`config.mk`:
```
export PLATFORM = sky130hd
export DESIGN_NAME = icr_stage
export DESIGN_NICKNAME = d
export VERILOG_FILES = /design/src/rtl/core/icr_pkg.sv /design/src/rtl/core/icr_stage.sv
export SDC_FILE = /design/constraint.sdc
export NUM_CORES = 1
export LEC_CHECK = 0
export BUFFER_PORTS_ARGS = -buffer_cell sky130_fd_sc_hd__buf_4
export CORE_MARGIN = 2
export CORE_UTILIZATION = 45
export CTS_BUF_LIST = sky130_fd_sc_hd__clkbuf_4 sky130_fd_sc_hd__clkbuf_8
export CTS_CLUSTER_DIAMETER = 40
export DETAILED_ROUTE_END_ITERATION = 8
export PLACE_DENSITY = 0.7
export SLEW_MARGIN = 30
export SYNTH_ARGS = -nofsm -noshare
export SYNTH_HDL_FRONTEND = slang
export SYNTH_SLANG_ARGS = --single-unit
```
`constraint.sdc`:
```
create_clock -name clock -period 9.35 [get_ports clock]
set_input_delay 0.4675 -clock clock [delete_from_list [all_inputs] [get_ports clock]]
set_output_delay 0.4675 -clock clock [all_outputs]
set_load 0.005 [all_outputs]
```
`src/rtl/core/icr_pkg.sv`:
```
`default_nettype none
package icr_pkg;

   // radicand bits consumed per root bit
   localparam int GROUP_BITS = 3;

   // root bits (and pipeline stages) for a radicand word of the given width
   function automatic int root_bits(input int word_bits);
      return (word_bits + GROUP_BITS - 1) / GROUP_BITS;
   endfunction

endpackage
`default_nettype wire

```
`src/rtl/core/icr_stage.sv`:
```
`default_nettype none
module icr_stage #(
   parameter int WORD_BITS = 64,
   parameter int GROUP = 0
) (
   input  wire                                  clock,
   input  wire                                  reset,
   input  wire                                  in_valid,
   output logic                                 in_stall,
   input  wire  [WORD_BITS-1:0]                 in_rem,
   input  wire  [2*icr_pkg::root_bits(WORD_BITS)+1:0] in_a,
   input  wire  [icr_pkg::root_bits(WORD_BITS)+1:0]   in_b,
   input  wire  [icr_pkg::root_bits(WORD_BITS)-1:0]   in_r,
   output logic                                 out_valid,
   input  wire                                  out_stall,
   output logic [WORD_BITS-1:0]                 out_rem,
   output logic [2*icr_pkg::root_bits(WORD_BITS)+1:0] out_a,
   output logic [icr_pkg::root_bits(WORD_BITS)+1:0]   out_b,
   output logic [icr_pkg::root_bits(WORD_BITS)-1:0]   out_r
);

   localparam int ROOT_BITS = icr_pkg::root_bits(WORD_BITS);
   localparam int A_BITS    = 2 * ROOT_BITS + 2;
   localparam int B_BITS    = ROOT_BITS + 2;
   localparam int S         = icr_pkg::GROUP_BITS * GROUP;
   localparam int X_BITS    = ((WORD_BITS > A_BITS + 2) ? WORD_BITS : A_BITS + 2) + 1;
   localparam logic [WORD_BITS-1:0] LOW_MASK = ~({WORD_BITS{1'b1}} << S);

   logic [X_BITS-1:0]    rem_hi;
   logic [X_BITS-1:0]    trial;
   logic [X_BITS-1:0]    diff;
   logic                 accept;
   logic                 load;
   logic [A_BITS-1:0]    a4;
   logic [A_BITS-1:0]    a_grow;
   logic [WORD_BITS-1:0] rem_in;
   logic [A_BITS-1:0]    a_in;
   logic [B_BITS-1:0]    b_in;
   logic [ROOT_BITS-1:0] r_in;
   logic                 valid_ff;
   logic [WORD_BITS-1:0] rem_ff;
   logic [A_BITS-1:0]    a_ff;
   logic [B_BITS-1:0]    b_ff;
   logic [ROOT_BITS-1:0] r_ff;

   // trial term 3d(d+1)+1 with d = 2r, from a = 3r*r and b = 3r
   always_comb begin
      rem_hi = X_BITS'(in_rem >> S);
      trial  = (X_BITS'(in_a) << 2) + (X_BITS'(in_b) << 1) + X_BITS'(1);
      diff   = rem_hi - trial;
      accept = ~diff[X_BITS-1];
      a4     = in_a << 2;
      a_grow = a4 + (A_BITS'(in_b) << 2) + A_BITS'(3);
      if (accept) begin
         rem_in = (in_rem & LOW_MASK) | (WORD_BITS'(diff) << S);
         a_in   = a_grow;
         b_in   = (in_b << 1) + B_BITS'(3);
      end else begin
         rem_in = in_rem;
         a_in   = a4;
         b_in   = in_b << 1;
      end
      r_in = {in_r[ROOT_BITS-2:0], accept};
   end

   assign in_stall = valid_ff & out_stall;
   assign load     = in_valid & ~in_stall;

   always_ff @(posedge clock) begin
      if (reset) begin
         valid_ff <= 1'b0;
      end else if (!in_stall) begin
         valid_ff <= in_valid;
      end
   end

   always_ff @(posedge clock) begin
      if (load) begin
         rem_ff <= rem_in;
         a_ff   <= a_in;
         b_ff   <= b_in;
         r_ff   <= r_in;
      end
   end

   assign out_valid = valid_ff;
   assign out_rem   = rem_ff;
   assign out_a     = a_ff;
   assign out_b     = b_ff;
   assign out_r     = r_ff;

endmodule
`default_nettype wire
```
# --- Yosys cells after proc, flatten, opt, wreduce, memory -nomap -nowiden ---
# Index checks and enable logic that the tools add are counted.
totals:
  regBits: 157
  elab_cells: 20
  in_bits: 160
  out_inout_bits: 158
classes:
  n_bitwise: 4
  addsub: 6
  muxes: 3
ops:
  columns: ["op", "count"]
  rows:
  - ["subtractor 64 x 50 -> 65 bit", 1]
  - ["two-way mux 64 bit", 1]
  - ["adder 49 x 1 -> 50 bit (second input constant)", 1]
  - ["adder 48 x 25 -> 49 bit", 1]
  - ["adder 46 x 2 -> 46 bit (second input constant)", 1]
  - ["adder 46 x 26 -> 46 bit", 1]
  - ["two-way mux 46 bit", 1]
  - ["adder 24 x 2 -> 24 bit (second input constant)", 1]
  - ["two-way mux 24 bit", 1]
  - ["bitwise AND 1 bit", 2]
  - ["inverter 1 bit", 2]

# --- Logic depth before layout (Yosys ltp) ---
depth:
  word_depth: 4
  mapped_depth: 17
  mapped_depth_nobuf: 14

# --- Worst setup path before layout ---
# Ideal clock, no wire load.
synth_timing:
  path_kind: "input -> register"
  from: "in out_stall"
  to: "reg a_ff[0], in the netlist out_a[0] (enable)"
  t_required_ns: 8.662
  path_stages: 2
  slack_ns: 1.197
  setup_time_ns: 0.688
  arrival_time_ns: 7.465
  cell_sequence: "and2_1 -> nor2b_1"
synth_via:
  elab_chain_len: 3
synth_rtl:
  columns: ["element", "line", "text"]
  rows:
  - ["start: declaration", "icr_stage.sv:15", "input wire out_stall,"]
  - ["bitwise AND 1 bit", "icr_stage.sv:66", "assign in_stall = valid_ff & out_stall;"]
  - ["inverter 1 bit", "icr_stage.sv:67", "assign load = in_valid & ~in_stall;"]
  - ["bitwise AND 1 bit", "icr_stage.sv:67", null]
  - ["net load", "icr_stage.sv:33", "logic load;"]
  - ["end signal: assignment", "icr_stage.sv:80", "a_ff <= a_in;"]
  - ["end: declaration", "icr_stage.sv:42", "logic [A_BITS-1:0] a_ff;"]
# The timed path passes the listed nets, and every way through them passes these cells.
# A chain may end at the register's enable or synchronous reset.

# --- Worst setup path in the final report ---
layout_timing:
  from: "in in_b[1] in the netlist's numbering"
  to: "reg b_ff[18], in the netlist out_b[18], data pin"
layout_via:
  elab_chain_len: 4
  word_cells_on_any_way: 5
  cone_classes: "add/sub: 4; mux: 1"
layout_rtl:
  columns: ["element", "line", "text"]
  rows:
  - ["start: declaration", "icr_stage.sv:12", "input wire [icr_pkg::root_bits(WORD_BITS)+1:0] in_b,"]
  - ["adder 48 x 25 -> 49 bit", "icr_stage.sv:49", "trial = (X_BITS'(in_a) << 2) + (X_BITS'(in_b) << 1) + X_BITS'(1);"]
  - ["adder 49 x 1 -> 50 bit", "icr_stage.sv:49", null]
  - ["subtractor 64 x 50 -> 65 bit", "icr_stage.sv:50", "diff = rem_hi - trial;"]
  - ["two-way mux 24 bit (*)", "icr_stage.sv:54", "if (accept) begin"]
  - ["net b_in[18]", "icr_stage.sv:38", "logic [B_BITS-1:0] b_in;"]
  - ["end signal: assignment", "icr_stage.sv:81", "b_ff <= b_in;"]
  - ["end: declaration", "icr_stage.sv:43", "logic [B_BITS-1:0] b_ff;"]
# Mark *: on every way through the listed nets, which the timed path passes. The rest lies on a longest branch.

==> impl_metrics.toml <==
[timing]
setup_violations = 0
layout_setup_ws_ps = 4541
hold_viol = 0
rsz0062_at_grt = "no"
setup-tns-final_ps = 0
tightest_slew_ps = 913.9
relSlewSlack_pct = 39.07
fin_crit_sh_pct = 51.43
slew_viol_final = 0
fin_crit_ps = 4809
fmax_ghz = 0.2080
skew_ps = 20.33

[global_route]
grt_pass1_vias = 10220
grt_util_all_layers_pct = 25.18
grt_first_pass_wirelength_um = 55180
antenna_found_initial = 1
grt_max_degree = 73
gr-total-overflow = 0

[finish]
fillers = 2323
drive_above_1_share_pct = 23.52
multiInputGateArea_sq_um = 6520
nets = 1858
syn_to_final_growth_pct = 26.01
finalInstanceArea_sq_um = 14990
seqCellArea_sq_um = 4644
post-route-util_pct = 57.69

[setup_path]
critPathMaxStageDelay_ps = 550
worstSetupPathType = "in -> reg"
worstReg2RegStart = "out_valid"
cp.depth = 15
crit_path_end = "out_b[18]"
crit_path_end_kind = "flip-flop"
crit_top_cell = "buf_4"
slowest_stage = "buf_4"
crit_family = "compound AO/OA/AOI/OAI gates"
crit_fanout = 68
reg2reg_slack_ps = 7050
worstPathBufferInverterCount = 4
crit_chain = "buf_4, inv_1, fa_1, ha_1, nand2b_1, a21oi_1, o21ai_1, a2111oi_2, o211ai_1, and2_4, inv_2, buf_4, nand2_2, nor4_1, xnor2_1"
crit_path_start = "in_b[1]"
startpoint_type = "primary input"
reg2reg_to = "out_b[12]"
reg2reg_depth = 3
cp.required_ps = 9580
worstPathArrival_ps = 5040

[die]
io_pins = 318
die_w_um = 166.6
start_util_pct = 45.79
die_area_sq_um = 27760
rows = 59
core-area_sq_um = 25980
die_h_um = 166.6

[detailed_routing]
via_per_inst = 5.566
drcViolationCount = 0
drtAntennaViolNets = 0
num_vias = 10720
routed_wl_um = 35830
drt_first_pass_iters = 6
wl_per_cell_um = 18.60
drt_iter0_markers = 1005

[clocking]
cts_made_buffers = 17
cts-resized-gates = 0
clk-insertion-delay-late_ps = 470
htreeDepth = 4
cts.clk_slew.worst_paths_ps = 110
numClockSinks = 155
root_buffer = "clkbuf_8"
clk_path_buf_depth = 2
cts_setup_buffers = 0
tritoncts = "done"
cts_hold_buf = 0

[synthesis]
avgSynthCellArea_sq_um = 9.302
seq_area_frac_synth_pct = 39.04
synth_seq_cells = 155
synth_area_leaders = "edfxtp_1, ha_1, a21oi_1"
synthCells = 1279
yosys.area.top_type_share_pct = 38.87
yosysWarnings = 0
synth_enable_flop_cells = 154
synthFlopType = "edfxtp_1"
yosysMostFrequentCell = "edfxtp_1"
yosysUniqueCellTypes = 68
yosys.area.top_type = "edfxtp_1"
syn_nets = 1560
synthArstFlopShare_pct = 0
synth_commonest_cells = "edfxtp_1, inv_1, a21oi_1"
syn_area_sq_um = 11900

[pwr]
internal_power_mw = 1.585
powerDensity_nw_per_um2 = 161.0
seqPwrFrac_pct = 37.8
ir_drop_mv = 0.1082
p_sw_mw = 0.8287
leakagePower_nw = 6.582
combPwrFrac_pct = 36.9
switching_share_pct = 34.33
pwr-share-clk_pct = 25.3

[placed_design]
hpwl_um = 28080
gp_congestion = 0.9366
place_area_sq_um = 14530
dp_slack_ps = 4085
portBuffers = 316

[outcome]
status = "complete, no violations"

[flow_run]
maxCapViolations = 0

[hold_path]
min-delay-start = "reset"
hold_class = "in -> reg"
registers in the layout (all words and copies together) (netlist names):
| signal | flops |
|---|---|
| out_valid | 1 |
| out_b | 23 |
| out_rem | 64 |
| out_a | 45 |
| out_r | 22 |
metrics by stage:
| stage | total power [mW] | instances | hold slack [ps] |
|---|---|---|---|
| floorplan | 1.456 | 1279 | 539.9 |
| global placement | 1.788 | 1893 | 625.0 |
| detailed placement | 1.802 | 1893 | 637.5 |
| CTS | 2.412 | 1925 | 131.0 |
| global route | 2.543 | 1926 | 133.4 |
| finish | 2.414 | 1926 | 143.6 |
logic make-up after synthesis:
logic type	count (synthesis)	share of synthesized area, %
AND/OR/NAND/NOR	369	15.03
AO/OA/AOI/OAI	332	16.89
buffers and inverters	186	6.226
flip-flops	155	39.04
adder cells (fa/ha/maj)	121	14.24
XOR/XNOR	113	8.318
multiplexers	3	0.2629
placed cells by master, fill, tap and decap left out, types with 6 or more instances in the layout:
master,count
o211ai_1,7
a21o_1,30
nor2b_1,6
fa_1,24
xnor2_1,68
buf_4,321
inv_1,143
clkbuf_8,17
nand2b_1,8
o21ai_1,20
o21ai_0,51
a31oi_1,6
or2_2,6
or3_1,10
nor4_1,12
inv_6,8
xor2_1,45
o21a_1,11
ha_1,97
a21oi_1,136
o21bai_1,11
a211oi_1,17
o31ai_1,7
and2_1,7
edfxtp_1,154
nor2_1,102
nand2_1,102
nand3_1,41
nand4_1,22
nor3_1,25
power by group through the flow:
stage	Combinational, mW	Clock (mW)	Sequential [mW]
2_1_floorplan	0.514	0	0.942
3_3_place_gp	0.861	0	0.927
3_5_place_dp	0.875	0	0.927
4_1_cts	0.882	0.617	0.913
5_1_grt	0.980	0.642	0.921
6_report	0.892	0.610	0.912
layout make-up:
class / instances / area share [%]
antenna: 1 / 0.01669
clock inverter: 15 / 1.477
multi-input combinational: 938 / 43.49
inverter: 144 / 3.605
clock buffer: 17 / 1.561
timing repair buffer: 321 / 16.07
sequential: 155 / 30.98
tap: 335 / 2.796
how the worst min path moves through the flow:
stage | depth (start not counted) | end | slack (ps)
floorplan | 1 | out_valid | 540
global placement | 2 | out_valid | 630
detailed placement | 2 | out_valid | 640
CTS | 2 | out_valid | 130
global route | 1 | out_r[11] | 130
finish | 2 | out_valid | 140
per-layer routing:
layer | global-route usage (%) | vias up | part of all wire, %
met5 | 0 | - | 0
met4 | 8.996 | 0 | 3.2
met3 | 3.921 | 65 | 7.5
met2 | 40.46 | 492 | 46
met1 | 34.69 | 5009 | 43
li1 | - | 5154 | -
(Power assumes the default switching activity.)
